===== src/hdl/rnn_pkg.sv =====
// Shared types and constants for the recurrent network step unit.
package rnn_pkg;

  // Field widths of one input item and one result item
  localparam int MODE_W  = 3;
  localparam int IDX_W   = 4;
  localparam int NODE_W  = 4;
  localparam int KIND_W  = 2;
  localparam int VAL_W   = 16;
  localparam int DESC_W  = KIND_W + NODE_W;

  typedef logic        [MODE_W-1:0] mode_t;
  typedef logic        [IDX_W-1:0]  idx_t;
  typedef logic        [NODE_W-1:0] node_t;
  typedef logic        [KIND_W-1:0] kind_t;
  typedef logic signed [VAL_W-1:0]  q12_t;

  // Operation codes
  localparam mode_t MODE_LOAD_W     = 3'd0;
  localparam mode_t MODE_LOAD_D     = 3'd1;
  localparam mode_t MODE_SET_SENSOR = 3'd2;
  localparam mode_t MODE_CLR_SENSOR = 3'd3;
  localparam mode_t MODE_SET_BIAS   = 3'd4;
  localparam mode_t MODE_UPDATE     = 3'd5;
  localparam mode_t MODE_READ_MOTOR = 3'd6;
  localparam mode_t MODE_NONE       = 3'd7;

  // Neuron kinds
  localparam kind_t KIND_NORMAL = 2'd0;
  localparam kind_t KIND_SENSOR = 2'd1;
  localparam kind_t KIND_MOTOR  = 2'd2;
  localparam kind_t KIND_BIAS   = 2'd3;

  localparam q12_t        Q12_ONE  = 16'sd4096;
  localparam logic [31:0] Q31_ONE  = 32'h8000_0000;
  localparam logic [31:0] EXP_BASE = 32'd2146435328;  // e^(-1/2048) in Q.31

  // Status of the tanh unit
  typedef struct packed {
    logic busy;
    logic done;
  } tanh_stat_t;

endpackage


===== src/hdl/rnn_tanh.sv =====
// Iterative tanh in Q3.12: square-and-multiply exponent, then bit-serial divide.
module rnn_tanh (
  input  logic                clk,
  input  logic                rst_n,
  input  logic                start,
  input  rnn_pkg::q12_t       x,
  output rnn_pkg::tanh_stat_t stat,
  output rnn_pkg::q12_t       y
);
  import rnn_pkg::*;

  localparam logic [1:0] T_IDLE = 2'd0;
  localparam logic [1:0] T_EXP  = 2'd1;
  localparam logic [1:0] T_DIV  = 2'd2;
  localparam logic [1:0] T_OUT  = 2'd3;

  logic [1:0]  state_r;
  logic [3:0]  k_r;
  logic [15:0] n_r;
  logic        neg_r;
  logic [31:0] e_r;
  logic [31:0] b_r;
  logic [46:0] rem_r;
  logic [46:0] dsh_r;
  logic [12:0] q_r;

  logic [15:0] x_abs;
  logic [31:0] eb;
  logic [31:0] bb;
  logic [31:0] num;
  logic [32:0] den;
  logic        ge;

  // Q.31 product rounded to nearest
  function automatic logic [31:0] q31_mul(input logic [31:0] a, input logic [31:0] b);
    logic [63:0] p;
    p = 64'(a) * 64'(b) + 64'h4000_0000;
    return p[62:31];
  endfunction

  assign x_abs = x[15] ? 16'(-x) : 16'(x);
  assign eb    = q31_mul(e_r, b_r);
  assign bb    = q31_mul(b_r, b_r);
  assign num   = Q31_ONE - e_r;
  assign den   = 33'(Q31_ONE) + 33'(e_r);
  assign ge    = rem_r >= dsh_r;

  always_ff @(posedge clk) begin
    if (!rst_n) begin
      state_r <= T_IDLE;
    end else begin
      unique case (state_r)
        T_IDLE: begin
          if (start) begin
            n_r     <= x_abs;
            neg_r   <= x[15];
            e_r     <= Q31_ONE;
            b_r     <= EXP_BASE;
            k_r     <= '0;
            state_r <= T_EXP;
          end
        end
        // one exponent bit per cycle, LSB first
        T_EXP: begin
          if (n_r[0]) begin
            e_r <= eb;
          end
          b_r <= bb;
          n_r <= n_r >> 1;
          k_r <= k_r + 4'd1;
          if (k_r == 4'd15) begin
            state_r <= T_DIV;
          end
        end
        // quotient bits 12 down to 0 of (num*8192 + den) / (2*den)
        T_DIV: begin
          if (k_r == 4'd0) begin
            rem_r <= 47'({num, 13'b0}) + 47'(den);
            dsh_r <= 47'({den, 13'b0});
            q_r   <= '0;
            k_r   <= 4'd1;
          end else begin
            if (ge) begin
              rem_r <= rem_r - dsh_r;
            end
            q_r   <= {q_r[11:0], ge};
            dsh_r <= dsh_r >> 1;
            k_r   <= k_r + 4'd1;
            if (k_r == 4'd13) begin
              state_r <= T_OUT;
            end
          end
        end
        T_OUT: begin
          state_r <= T_IDLE;
        end
        default: state_r <= T_IDLE;
      endcase
    end
  end

  assign y         = neg_r ? 16'(-{3'b0, q_r}) : {3'b0, q_r};
  assign stat.busy = state_r != T_IDLE;
  assign stat.done = state_r == T_OUT;

endmodule


===== config.mk =====
export PLATFORM = sky130hd
export DESIGN_NAME = rnn_tanh
export DESIGN_NICKNAME = d
export VERILOG_FILES = /design/src/hdl/rnn_pkg.sv /design/src/hdl/rnn_tanh.sv
export SDC_FILE = /design/constraint.sdc
export NUM_CORES = 2
export LEC_CHECK = 0
export ABC_AREA = 1
export BUFFER_PORTS_ARGS = -buffer_cell sky130_fd_sc_hd__buf_4
export CORE_MARGIN = 4
export CORE_UTILIZATION = 40
export CTS_CLUSTER_DIAMETER = 150
export DETAILED_ROUTE_END_ITERATION = 8
export PLACE_DENSITY = 0.54
export SLEW_MARGIN = 20
export SYNTH_ARGS = -nofsm -noshare
export SYNTH_HDL_FRONTEND = slang
export SYNTH_SLANG_ARGS = --single-unit

===== constraint.sdc =====
create_clock -name clk -period 7.11 [get_ports clk]
set_input_delay 1.422 -clock clk [delete_from_list [all_inputs] [get_ports clk]]
set_output_delay 1.422 -clock clk [all_outputs]
set_load 0.005 [all_outputs]

==> summary.txt <==
Outcome
  • Run status: complete, no violations

Setup path
  • Worst Setup Start Kind: flop
  • Slowest cell on crit path: fa_2
  • Worst Setup End Kind: flop
  • Slowest stage delay, CP: 0.59 ns
  • Worst Path Required: 7.43 ns
  • WP buf/inv: 8
  • Crit path max fanout: 6
  • Family with the most delay on the worst path: adder cells
  • Critical Path AT: 7.43 ns
  • CP most frequent cell: fa_1
  • Critical path type: reg2reg

Synth
  • Netlist cell types: 47
  • Prevailing post-synth register cell: edfxtp_1
  • Synth Area per Inst: 7.74 um2
  • Number of synthesized flops with an enable pin: 191
  • Seq/Total Area, Yosys: 7.22%
  • Synth warnings: 0
  • Synth top area share: 42.7%
  • Synth Instances: 10300
  • Area leader, netlist: fa_1
  • Flops & latches, synth: 193
  • Async set-reset flop share out of synthesis: 0%
  • Synthesized area: 80000 um2
  • Area contributors post-synth: fa_1, inv_1, nand2_1, ha_1, edfxtp_1
  • Net Count, Synth: 12700

Clock tree
  • H-tree depth: 4
  • Sink Count: 193
  • CTS Root Cell: clkbuf_16
  • Number of CTS-inserted buffers: 17
  • Worst skew pair latency: 0.56 ns
  • Clock slew seen by the registers of the worst setup and hold paths: 0.10 ns
  • CTS tree: built
  • Max Buffers Root-to-Sink: 2

Floorplan
  • Die X: 455 um
  • Core Region: 198000 um2
  • Row cnt: 163
  • Ports: 37
  • Die Area: 207000 um2
  • DIE HEIGHT: 455 um
  • Initial core utilization: 40.4%

Run
  • Max Cap Viol: 0

Layout
  • Most frequent cells in the layout: inv_1, nand2_1, fa_1
  • Share of layout cells above drive strength 1: 16.9%
  • Area growth from synthesis to layout: 19.4%
  • # nets final: 13300
  • Commonest non-fill, non-tap cell in the layout: inv_1

STA
  • Final setup violation count: 0
  • Slew margin rel.: 36.1%
  • Final hold slack: 0.521 ns
  • Clock Skew: 0.0225 ns
  • Final Slew Violations: 0
  • Tightest Pin Transition: 0.949 ns
  • Max Fclk: 141 MHz
  • Post-route minimum period: 7.11 ns
  • Final hold vios: 0
  • RSZ-0062 raised after global routing: yes
  • Period Utilization, post-route: 100%

Drt
  • DRT antenna net count: 0
  • Residual DRC count: 0
  • Vias per inst: 4.85
  • WL final: 266000 um
  • Avg WL per Cell: 19.6 um
  • Drt first pass iters: 5
  • Initial DRC count: 4438
  • Vias: 65800

Global route
  • Antenna violations before repair: 5
  • Total track usage: 25.7%
  • Vias in the first global route: 70300
  • Congestion Overflow GR: 0
  • First-pass GRT wire length: 408000 um
  • Largest net degree at the start of global routing: 75

Place
  • # port buffers: 36
  • Post-detail-place hpwl: 217000 um
  • Final Wtd Congestion: 0.943

Worst hold path
  • Hold WC Path Type: reg2reg
## cell type report
class / instances / area, um2
fill: 19600 / 103000
multi-input combinational: 6479 / 64200
inverter: 3279 / 12300
timing repair buffer: 960 / 9270
sequential: 193 / 5780
tap: 2640 / 3300
clock buffer: 17 / 425
clock inverter: 15 / 210
antenna: 1 / 2.50
## Yosys cell counts (2+ instances only)
master / n
nand2_1: 2314
o21ai_0: 267
nor2_8: 4
o31ai_1: 3
a21o_1: 23
nor2_2: 18
a31o_2: 3
o21bai_1: 37
edfxtp_1: 191
a211oi_1: 5
ha_1: 650
dfxtp_1: 2
buf_1: 91
o21ai_2: 3
xnor2_1: 39
nand2_4: 4
fa_1: 1708
xor2_1: 58
or2_2: 13
nor2_1: 562
o211ai_1: 4
nor2_4: 13
nand3b_1: 12
o21a_1: 18
clkbuf_1: 259
nand4_1: 39
buf_6: 16
inv_1: 3277
nor3_1: 55
nand3_1: 204
a21oi_1: 339
a31oi_1: 17
buf_2: 13
nand2_2: 20
nor4_1: 11
and3_1: 3
and2_1: 2
a21boi_0: 10
buf_4: 5
o21ai_1: 16
## repair_timing
action                                  CTS  global route
hold buffers                              0             0
endpoints found under the setup margin   62            64
gates resized for setup                 219           965
pin swaps                                47           287
hold endpoints to repair                  0             0
buffers inserted                         30           104
cloned                                    5            15
## worst min-delay path, cell delays in order, from the launching register on
cell and delay (ns):
edfxtp_1 0.33, nand2_1 0.05, nand2_1 0.05
## sequential cells by signal (all words and copies together), names as in the netlist
signal,cells
b_r,32
dsh_r,46
e_r,32
k_r,4
n_r,16
neg_r,1
q_r,13
rem_r,47
state_r,2
## through the flow
step           cells  worst slack [ns]  util [%]  setup TNS [ns]  area [um2]
4_1_cts        13500           -0.0259      45.9         -0.0435       91000
6_report       13600          0.000186      48.2               0       95600
3_5_place_dp   13400            -0.513      45.0           -7.98       89200
5_1_grt        13600            -0.226      48.2           -7.35       95600
2_1_floorplan  10300             0.162         -               0       80000
3_3_place_gp   13400            -0.482      45.0           -7.85       89200
## metal layers
metal  part of all wire, %  up-vias  GRT usage (%)
met5                0.0049        -              0
met4                   2.9        2           5.97
met3                   5.4      293           2.34
met2                    48     1757           43.2
met1                    44    33100           35.9
li1                      -    30700              -
## kinds of logic after synthesis
group / count (synthesis) / synth area share [%]
buffers and inverters: 3663 / 17.4
DFF: 193 / 7.22
adders and majority gates: 2358 / 52.9
and+or+nand+nor: 3277 / 16.4
xor gates and xnor gates: 97 / 1.06
AOI/OAI and AO/OA: 747 / 5.05
## path summary, 6_finish.rpt
| kind | from | to | slack (ns) | cells past startpoint |
|---|---|---|---|---|
| worst max-delay path | b_r[14]$_SDFFCE_PN0P_ | b_r[16]$_SDFFCE_PN0P_ | 0.0002 | 27 |
| worst min-delay path | n_r[4]$_DFFE_PP_ | n_r[3]$_DFFE_PP_ | 0.52 | 2 |
| worst max register to register | b_r[14]$_SDFFCE_PN0P_ | b_r[16]$_SDFFCE_PN0P_ | 0.0002 | 27 |
| worst min register to register | n_r[4]$_DFFE_PP_ | n_r[3]$_DFFE_PP_ | 0.52 | 2 |
Power is not shown: default switching activity piles up to over one toggle a cycle in this logic, so the estimate is an artifact.
