## src/hdl/rnn_ram.sv

```systemverilog
// Generic one-write, one-read synchronous RAM with registered read data.
module rnn_ram #(
  parameter int WIDTH = 16,
  parameter int DEPTH = 16
) (
  input  logic                     clk,
  input  logic                     we,
  input  logic [$clog2(DEPTH)-1:0] waddr,
  input  logic [WIDTH-1:0]         wdata,
  input  logic [$clog2(DEPTH)-1:0] raddr,
  output logic [WIDTH-1:0]         rdata
);

  logic [WIDTH-1:0] mem [DEPTH];

  always_ff @(posedge clk) begin
    if (we) begin
      mem[waddr] <= wdata;
    end
    rdata <= mem[raddr];
  end

endmodule

```

## config.mk

```make
export PLATFORM = sky130hd
export DESIGN_NAME = rnn_ram
export DESIGN_NICKNAME = d
export VERILOG_FILES = /design/src/hdl/rnn_ram.sv
export SDC_FILE = /design/constraint.sdc
export NUM_CORES = 1
export LEC_CHECK = 0
export ABC_CLOCK_PERIOD_IN_PS = 2720
export BUFFER_PORTS_ARGS = -buffer_cell sky130_fd_sc_hd__buf_2
export CORE_MARGIN = 1
export CORE_UTILIZATION = 35
export CTS_BUF_LIST = sky130_fd_sc_hd__clkbuf_16
export DETAILED_ROUTE_END_ITERATION = 10
export MAX_ROUTING_LAYER = met4
export PLACE_DENSITY = 0.58
export SYNTH_ARGS = -nofsm -noshare
export SYNTH_HDL_FRONTEND = slang
export SYNTH_SLANG_ARGS = --single-unit
```

## constraint.sdc

```tcl
create_clock -name clk -period 2.72 [get_ports clk]
set_input_delay 0.408 -clock clk [delete_from_list [all_inputs] [get_ports clk]]
set_output_delay 0.408 -clock clk [all_outputs]
set_load 0.01 [all_outputs]
```

==> run metrics, run 1 <==
top_reg_cell synth=edfxtp_1; # fillers=2435; Routed WL=21400 um; clk sink count=272; hold_buf cts=0; I/O pin count=42; maximum number of pins on one net before global-route repair=30; synthesis-stage register bit count=272; die width=171 um; Final Worst Setup Slack=1.25 ns; CTS root buffer=clkbuf_16; fin crit share=0.541; 1st-iter DRT viols=452; gpl congestion=0.735; Post-synth top cells=edfxtp_1 (256), mux4_2 (54), a22oi_1 (32), nand2_1 (17), dfxtp_1 (16); Worst-Margin Slew=0.499 ns; nets=536; initial antenna violation count=0; dpl cell area=0.0109 sq mm; clock-pin slew on the worst setup and hold paths=0.06 ns; initial core utilization=0.359; setup bufs post-CTS=0; peak supply drop=0.424 mV; Worst setup EP type=output port; CP cell instances=buf_2; # Max-Cap Violations=0; top cell type's share of synthesized area=0.765; Max clock buf depth=3; outcome=finished clean; most instantiated library cell after synthesis=edfxtp_1; Leakage=3.87 nW; Synth Area per Inst=23.2 sq um; CTS buffer count=28; WP depth=1; Cells after Synth=432; Pre-antenna DRT Iters=4; H-tree depth=1; Post-CTS Resized=0; Cell Rows=61; IO Port Bufs=41; worst hold stages=1; Post-Layout Inst Area=0.0119 sq mm; ant diodes=0; Max stage delay cell, worst path=dfxtp_1; fin. max-slew vios=0; CP delay by family, top=flip-flops; first-pass GRT wire length=32100 um; Routed Antenna Nets=0; post-route minimum period=1.47 ns; DRC viols=0; kind of critical path=flop to output port; worst hold path class=input port to flop; Post-synth EDFFs=256; die height=171 um; Yosys Warn Count=0; sequential fraction of the synthesis area=0.797; Overflow after GRT=0; critical path startpoint category=flop; Vias=4663; layout cells sized above 1=0.348; top cells by area, synth=edfxtp_1 (77%), mux4_2 (12%), dfxtp_1 (3.2%); Distinct cells, synth=19; CP Data Required Time=2.31 ns; per-cell routed wire length=23.5 um; largest area contributor in the synthesized netlist=edfxtp_1; pwr/cell area=769 mW/mm^2; CP bufs+invs=1; Async S/R FF share, synth=0; Max Clk Rate=680 MHz; setup_tns=0 ns; clk_skew=0.0162 ns; DP Worst Slack=0.706 ns; CORE AREA=0.0280 sq mm; Max stage delay on crit path=0.37 ns; max_slew headroom=0.667; Reg2Reg Depth=3; gr usage total=0.158; Mapped Area=0.0100 sq mm; CTS tree=built; P&R area growth vs syn=18.5%; Critical Path Fanout Max=1; later-pin clock latency in the skew report=0.54 ns; HPWL after DPL=12000 um; CP arrival=1.06 ns; die area=0.0294 sq mm; Final Core Density=0.425; Final Hold Vio Count=0; detailed-route vias per instance=5.12; RSZ-0062 raised after global routing=no; number of global-route vias before repair=4850; Syn Nets=458; final setup fails=0
cell families after synthesis:
family          Yosys count  synth area share
buf+inv                  21            0.0123
flops                   272             0.797
mux                      64             0.147
simple gates             43            0.0192
compound gates           32            0.0239
state kept, by name (all words and copies together) (netlist names):
name and flops:
rdata 16, mem 256
where the power goes:
part	leakage, nW	total, W	switching [W]	internal [W]
Sequential	2.45	0.00471	0.0000289	0.00468
Combinational	0.953	0.000427	0.000246	0.000181
Clock	0.468	0.00401	0.00156	0.00245
worst paths after layout:
kind / end / startpoint / slack, ns
setup reg to reg: rdata[2]$_DFF_P_ / mem[3][2]$_DFFE_PP_ / 1.42
hold / removal: mem[13][6]$_DFFE_PP_ / wdata[6] / 0.24
setup / recovery: rdata[9] / rdata[9]$_DFF_P_ / 1.25
hold reg to reg: rdata[13]$_DFF_P_ / mem[14][13]$_DFFE_PP_ / 0.66
per-layer routing:
layer	global-route usage	share of wire
met5	-	0
met1	0.207	0.42
met4	0.0380	0.018
met2	0.261	0.50
met3	0.0209	0.055
final cells by class:
class / instances / area (sq um) / area share
multi-input combinational: 139 / 1960 / 0.165
clock inverter: 24 / 285 / 0.0240
timing repair buffer: 69 / 468 / 0.0393
clock buffer: 28 / 701 / 0.0589
tap: 378 / 473 / 0.0398
sequential: 272 / 8010 / 0.673
cell usage in the layout, fill, tap and decap left out:
master,count
mux4_1,10
clkbuf_16,28
edfxtp_1,256
nor2_2,12
and2_1,1
or3b_2,1
buf_2,40
dfxtp_1,16
nand2_1,17
nor2b_1,2
nand2b_1,2
mux4_2,54
clkinv_8,1
buf_12,4
nand3_1,1
clkinv_2,5
nor2_1,1
nand3b_1,2
a22oi_1,32
clkinv_1,7
clkinvlp_4,5
buf_4,25
bufinv_16,6
nor3_2,4
per-stage QoR:
step	hold slack, ns	total power, W	std cells
2_1_floorplan	0.507	0.00504	432
3_3_place_gp	0.656	0.00523	858
3_5_place_dp	0.661	0.00524	858
4_1_cts	0.222	0.00924	910
5_1_grt	0.236	0.00944	910
6_report	0.236	0.00915	910
No activity file was read; power rests on OpenSTA's default activity.
==> run 2: changes to the inputs <==
--- a/config.mk
+++ b/config.mk
@@ -5,7 +5,8 @@
 export SDC_FILE = /design/constraint.sdc
 export NUM_CORES = 1
 export LEC_CHECK = 0
-export ABC_CLOCK_PERIOD_IN_PS = 2720
+export ABC_AREA = 1
+export ABC_CLOCK_PERIOD_IN_PS = 1500
 export BUFFER_PORTS_ARGS = -buffer_cell sky130_fd_sc_hd__buf_2
 export CORE_MARGIN = 1
 export CORE_UTILIZATION = 35
==> constraint.sdc (replaced) <==
create_clock -name clk -period 1.5 [get_ports clk]
set_input_delay 0.225 -clock clk [delete_from_list [all_inputs] [get_ports clk]]
set_output_delay 0.225 -clock clk [all_outputs]
set_load 0.01 [all_outputs]
==> run metrics, run 2 <==
Reg2Reg Depth=6; first-pass GRT wire length=43400 um; top cell type's share of synthesized area=0.675; top cells by area, synth=edfxtp_1 (68%), nand2_1 (11%), nand3_1 (8.5%); Worst-Margin Slew=0.409 ns; post-route minimum period=1.37 ns; pwr/cell area=1270 mW/mm^2; H-tree depth=1; max FFs per register=256; initial core utilization=0.358; critical path startpoint category=flop; CP Data Required Time=1.27 ns; Worst setup EP type=output port; hold_buf cts=0; gpl congestion=0.820; fin. max-slew vios=0; CTS root buffer=clkbuf_16; Vias=7423; fin crit share=0.913; gr usage total=0.177; Final Worst Setup Slack=0.130 ns; Overflow after GRT=0; Int Pwr=0.0134 W; 1st-iter DRT viols=553; CTS tree=built; Syn Nets=1100; Distinct cells, synth=13; CP cell instances=buf_2; Post-CTS Resized=0; Yosys Warn Count=0; Leakage=5.76 nW; # Max-Cap Violations=0; DRC viols=0; clk_skew=0.0112 ns; DP Worst Slack=0.128 ns; number of global-route vias before repair=7257; worst hold path class=input port to flop; worst r2r src=mem[13][13]$_DFFE_PP_; Max stage delay on crit path=0.43 ns; Gate power share=0.064; largest registers=mem x256, rdata x16; maximum number of pins on one net before global-route repair=50; most instantiated library cell after synthesis=nand2_1; r2r endpoint=rdata[13]$_DFF_P_; Critical path origin=rdata[6]$_DFF_P_; CP arrival=1.14 ns; per-cell routed wire length=17.3 um; CTS buffer count=29; Top reg by flops=mem; Finished Layout Cells=1610; net switching power=0.00370 W; Routed Antenna Nets=0; Critical Path Fanout Max=1; kind of critical path=flop to output port; setup_tns=0 ns; Pre-antenna DRT Iters=4; Max Clk Rate=730 MHz; P&R area growth vs syn=18.4%; nets=1175; max_slew headroom=0.727; Final Hold Vio Count=0; clk sink count=272; CP delay by family, top=flip-flops; Post-synth top cells=nand2_1 (341), edfxtp_1 (256), inv_1 (196), nand3_1 (193), buf_2 (19); Clk pwr share=0.435; Cell Rows=65; Post-Layout Inst Area=0.0135 sq mm; RSZ-0062 raised after global routing=no; largest area contributor in the synthesized netlist=edfxtp_1; Mapped Area=0.0114 sq mm; final setup fails=0; synthesis-stage register bit count=272; Routed WL=27900 um; most frequent cells in the layout=nand2_1 (341), edfxtp_1 (256), inv_1 (197), nand3_1 (193); Critical path destination=rdata[6]; Switching Fraction=0.216; clock-pin slew on the worst setup and hold paths=0.06 ns; outcome=finished clean; sequential fraction of the synthesis area=0.704; Post-synth EDFFs=256; peak supply drop=0.821 mV; die width=182 um; layout cells sized above 1=0.136; I/O pin count=42; later-pin clock latency in the skew report=0.54 ns; IO Port Bufs=41; Synth Area per Inst=10.6 sq um; dpl cells=1553; WP depth=1; Async S/R FF share, synth=0; setup bufs post-CTS=0; most common cell after layout, fill and taps aside=nand2_1; Max stage delay cell, worst path=dfxtp_1; Cells after Synth=1074; dpl cell area=0.0125 sq mm; top_reg_cell synth=edfxtp_1; detailed-route vias per instance=4.61; initial antenna violation count=3; worst reg-to-reg setup slack=0.48 ns; die area=0.0332 sq mm; HPWL after DPL=17700 um; CP bufs+invs=1; die height=182 um; sequential power share=0.501; CORE AREA=0.0318 sq mm; Max clock buf depth=3
## run 2: cell types whose count changed after synthesis, moves of 15 or more
| cell | before | now |
|---|---|---|
| a22oi_1 | 32 | 0 |
| nand2_1 | 17 | 341 |
| mux4_2 | 54 | 0 |
| nand3_1 | 1 | 193 |
| buf_2 | 3 | 19 |
| inv_1 | 0 | 196 |
| buf_4 | 3 | 18 |
## run 2: cell families (layout without fill, tap and decap cells)
group	Yosys count	count (layout)	synth area share
buf+inv	249	346	0.0921
flops	272	272	0.704
other cells	0	4	0
simple gates	553	553	0.204
## run 2: final cells by class
type / count / area [sq um]
antenna: 4 / 10.0
clock buffer: 29 / 726
clock inverter: 24 / 272
fill: 2983 / 18300
inverter: 198 / 746
multi-input combinational: 553 / 2360
sequential: 272 / 8010
tap: 435 / 544
timing repair buffer: 95 / 801
## run 2: worst min-delay path by stage
stage                                end  depth (start not counted)               from
global route        mem[12][4]$_DFFE_PP_                          1           wdata[4]
floorplan            mem[0][0]$_DFFE_PP_                          0           wdata[0]
detailed placement             rdata[11]                          1  rdata[11]$_DFF_P_
finish              mem[12][4]$_DFFE_PP_                          1           wdata[4]
global placement               rdata[11]                          1  rdata[11]$_DFF_P_
CTS                 mem[14][6]$_DFFE_PP_                          1           wdata[6]
## run 2: stage by stage
step | hold slack (ns) | total power [W] | utilization
after floorplan | 0.324 | 0.00929 | -
after global placement | 0.621 | 0.00983 | 0.392
after detailed placement | 0.617 | 0.00983 | 0.392
after CTS | 0.0661 | 0.0172 | 0.423
after global routing | 0.0769 | 0.0176 | 0.424
final | 0.0804 | 0.0171 | 0.424
## run 2: power groups by stage
stage               Sequential (W)  Combinational, W  Clock (W)
finish                     0.00856           0.00109    0.00743
global route               0.00858           0.00121    0.00785
CTS                        0.00857           0.00111    0.00755
detailed placement         0.00873           0.00111          0
global placement           0.00873           0.00110          0
floorplan                  0.00872          0.000574          0
## run 2: metal layers
layer,vias to the layer above,global-route usage,part of all wire
li1,3619,-,-
met1,3559,0.235,0.44
met2,197,0.289,0.48
met3,48,0.0251,0.059
met4,0,0.0397,0.018
met5,-,-,0
==> run 3: changes to the inputs <==
--- a/config.mk
+++ b/config.mk
@@ -9,11 +9,11 @@
 export ABC_CLOCK_PERIOD_IN_PS = 1500
 export BUFFER_PORTS_ARGS = -buffer_cell sky130_fd_sc_hd__buf_2
 export CORE_MARGIN = 1
-export CORE_UTILIZATION = 35
+export CORE_UTILIZATION = 45
 export CTS_BUF_LIST = sky130_fd_sc_hd__clkbuf_16
 export DETAILED_ROUTE_END_ITERATION = 10
 export MAX_ROUTING_LAYER = met4
-export PLACE_DENSITY = 0.58
+export PLACE_DENSITY = 0.69
 export SYNTH_ARGS = -nofsm -noshare
 export SYNTH_HDL_FRONTEND = slang
 export SYNTH_SLANG_ARGS = --single-unit
==> run metrics, run 3 (synthesized netlist as in run 2, its figures left out) <==
Reg2Reg Depth=6; Max Clk Rate=752 MHz; # Max-Cap Violations=0; met3 routed WL=2020 um; Switching Fraction=0.219; Max clock buf depth=3; Routed Antenna Nets=0; I/O pin count=42; most frequent cells in the layout=nand2_1 (341), edfxtp_1 (256), inv_1 (202), nand3_1 (193); outcome=finished clean; RSZ-0062 raised after global routing=no; later-pin clock latency in the skew report=0.52 ns; Int Pwr=0.0124 W; CP arrival=1.10 ns; worst hold stages=1; max FFs per register=256; Final Hold Vio Count=0; die width=161 um; sequential power share=0.538; pwr/cell area=1210 mW/mm^2; WP depth=1; Cell Rows=57; Clk pwr share=0.396; detailed-route vias per instance=5.01; kind of critical path=flop to output port; gpl congestion=0.832; peak supply drop=0.618 mV; CP Data Required Time=1.27 ns; 1st-iter DRT viols=787; clk_skew=0.00676 ns; Gate power share=0.066; number of global-route vias before repair=7200; critical path startpoint category=flop; CP bufs+invs=1; clk sink count=272; Post-CTS Resized=0; DRC viols=0; Top reg by flops=mem; P&R area growth vs syn=15.4%; uppermost layer routed=met4; CTS root buffer=clkbuf_16; maximum number of pins on one net before global-route repair=69; CP cell instances=buf_2; clock-pin slew on the worst setup and hold paths=0.06 ns; Vias=7468; Final Worst Setup Slack=0.170 ns; Pwr Total=0.0159 W; CORE AREA=0.0245 sq mm; die height=161 um; most common cell after layout, fill and taps aside=nand2_1; HPWL after DPL=15700 um; Pre-antenna DRT Iters=5; IO Port Bufs=41; Max stage delay on crit path=0.41 ns; initial core utilization=0.464; post-route minimum period=1.33 ns; DP Worst Slack=0.0882 ns; fin. max-slew vios=0; initial antenna violation count=2; CTS buffer count=27; layout cells sized above 1=0.128; WL met2=12100 um; CTS tree=built; CP delay by family, top=flip-flops; die area=0.0259 sq mm; max_slew headroom=0.752; Leakage=5.68 nW; first-pass GRT wire length=40500 um; largest registers=mem x256, rdata x16; setup bufs post-CTS=0; Routed WL=26000 um; DRT met1 WL=11300 um; gr usage total=0.211; Overflow after GRT=0; net switching power=0.00348 W; final setup fails=0; Max stage delay cell, worst path=dfxtp_1; Worst setup EP type=output port; hold_buf cts=0; Critical Path Fanout Max=1; Min Hold Slack=0.0871 ns; worst hold path class=input port to flop; per-cell routed wire length=17.5 um; nets=1172; H-tree depth=1; fin crit share=0.887; Worst-Margin Slew=0.371 ns
==> run 3: cell type report <==
cell class,count,area [sq um]
Tap cell,324,405
Clock inverter,22,148
Sequential cell,272,8010
Clock buffer,27,676
Multi-Input combinational cell,553,2360
Timing Repair Buffer,94,781
Antenna cell,2,5.00
Fill cell,2082,11400
Inverter,198,744
==> run 3: layer usage <==
metal / track usage / vias to the layer above
met5: - / -
met4: 0.0596 / 0
met3: 0.0365 / 45
met2: 0.327 / 282
met1: 0.288 / 3535
li1: - / 3606
==> run 3: stage by stage <==
| step | setup TNS, ns | util | instance area [sq um] | std cells |
|---|---|---|---|---|
| floorplan | -3.15 | - | 11400 | 1074 |
| global placement | 0 | 0.501 | 12300 | 1441 |
| detailed placement | 0 | 0.501 | 12300 | 1441 |
| CTS | 0 | 0.535 | 13100 | 1490 |
| global route | 0 | 0.535 | 13100 | 1492 |
| finish | 0 | 0.535 | 13100 | 1492 |
==> run 3: worst paths after layout <==
| check | startpoint | to | slack (ns) |
|---|---|---|---|
| max | rdata[6]$_DFF_P_ | rdata[6] | 0.17 |
| min | wdata[4] | mem[11][4]$_DFFE_PP_ | 0.09 |
| max reg2reg | mem[12][12]$_DFFE_PP_ | rdata[12]$_DFF_P_ | 0.50 |
| min reg2reg | mem[6][14]$_DFFE_PP_ | rdata[14]$_DFF_P_ | 0.67 |
==> run 3: power by group through the flow <==
stage | Sequential [W] | Combinational [W] | Clock, W
6_report | 0.00855 | 0.00105 | 0.00630
3_5_place_dp | 0.00871 | 0.00104 | 0
2_1_floorplan | 0.00872 | 0.000574 | 0
5_1_grt | 0.00856 | 0.00116 | 0.00669
4_1_cts | 0.00855 | 0.00105 | 0.00640
3_3_place_gp | 0.00871 | 0.00102 | 0
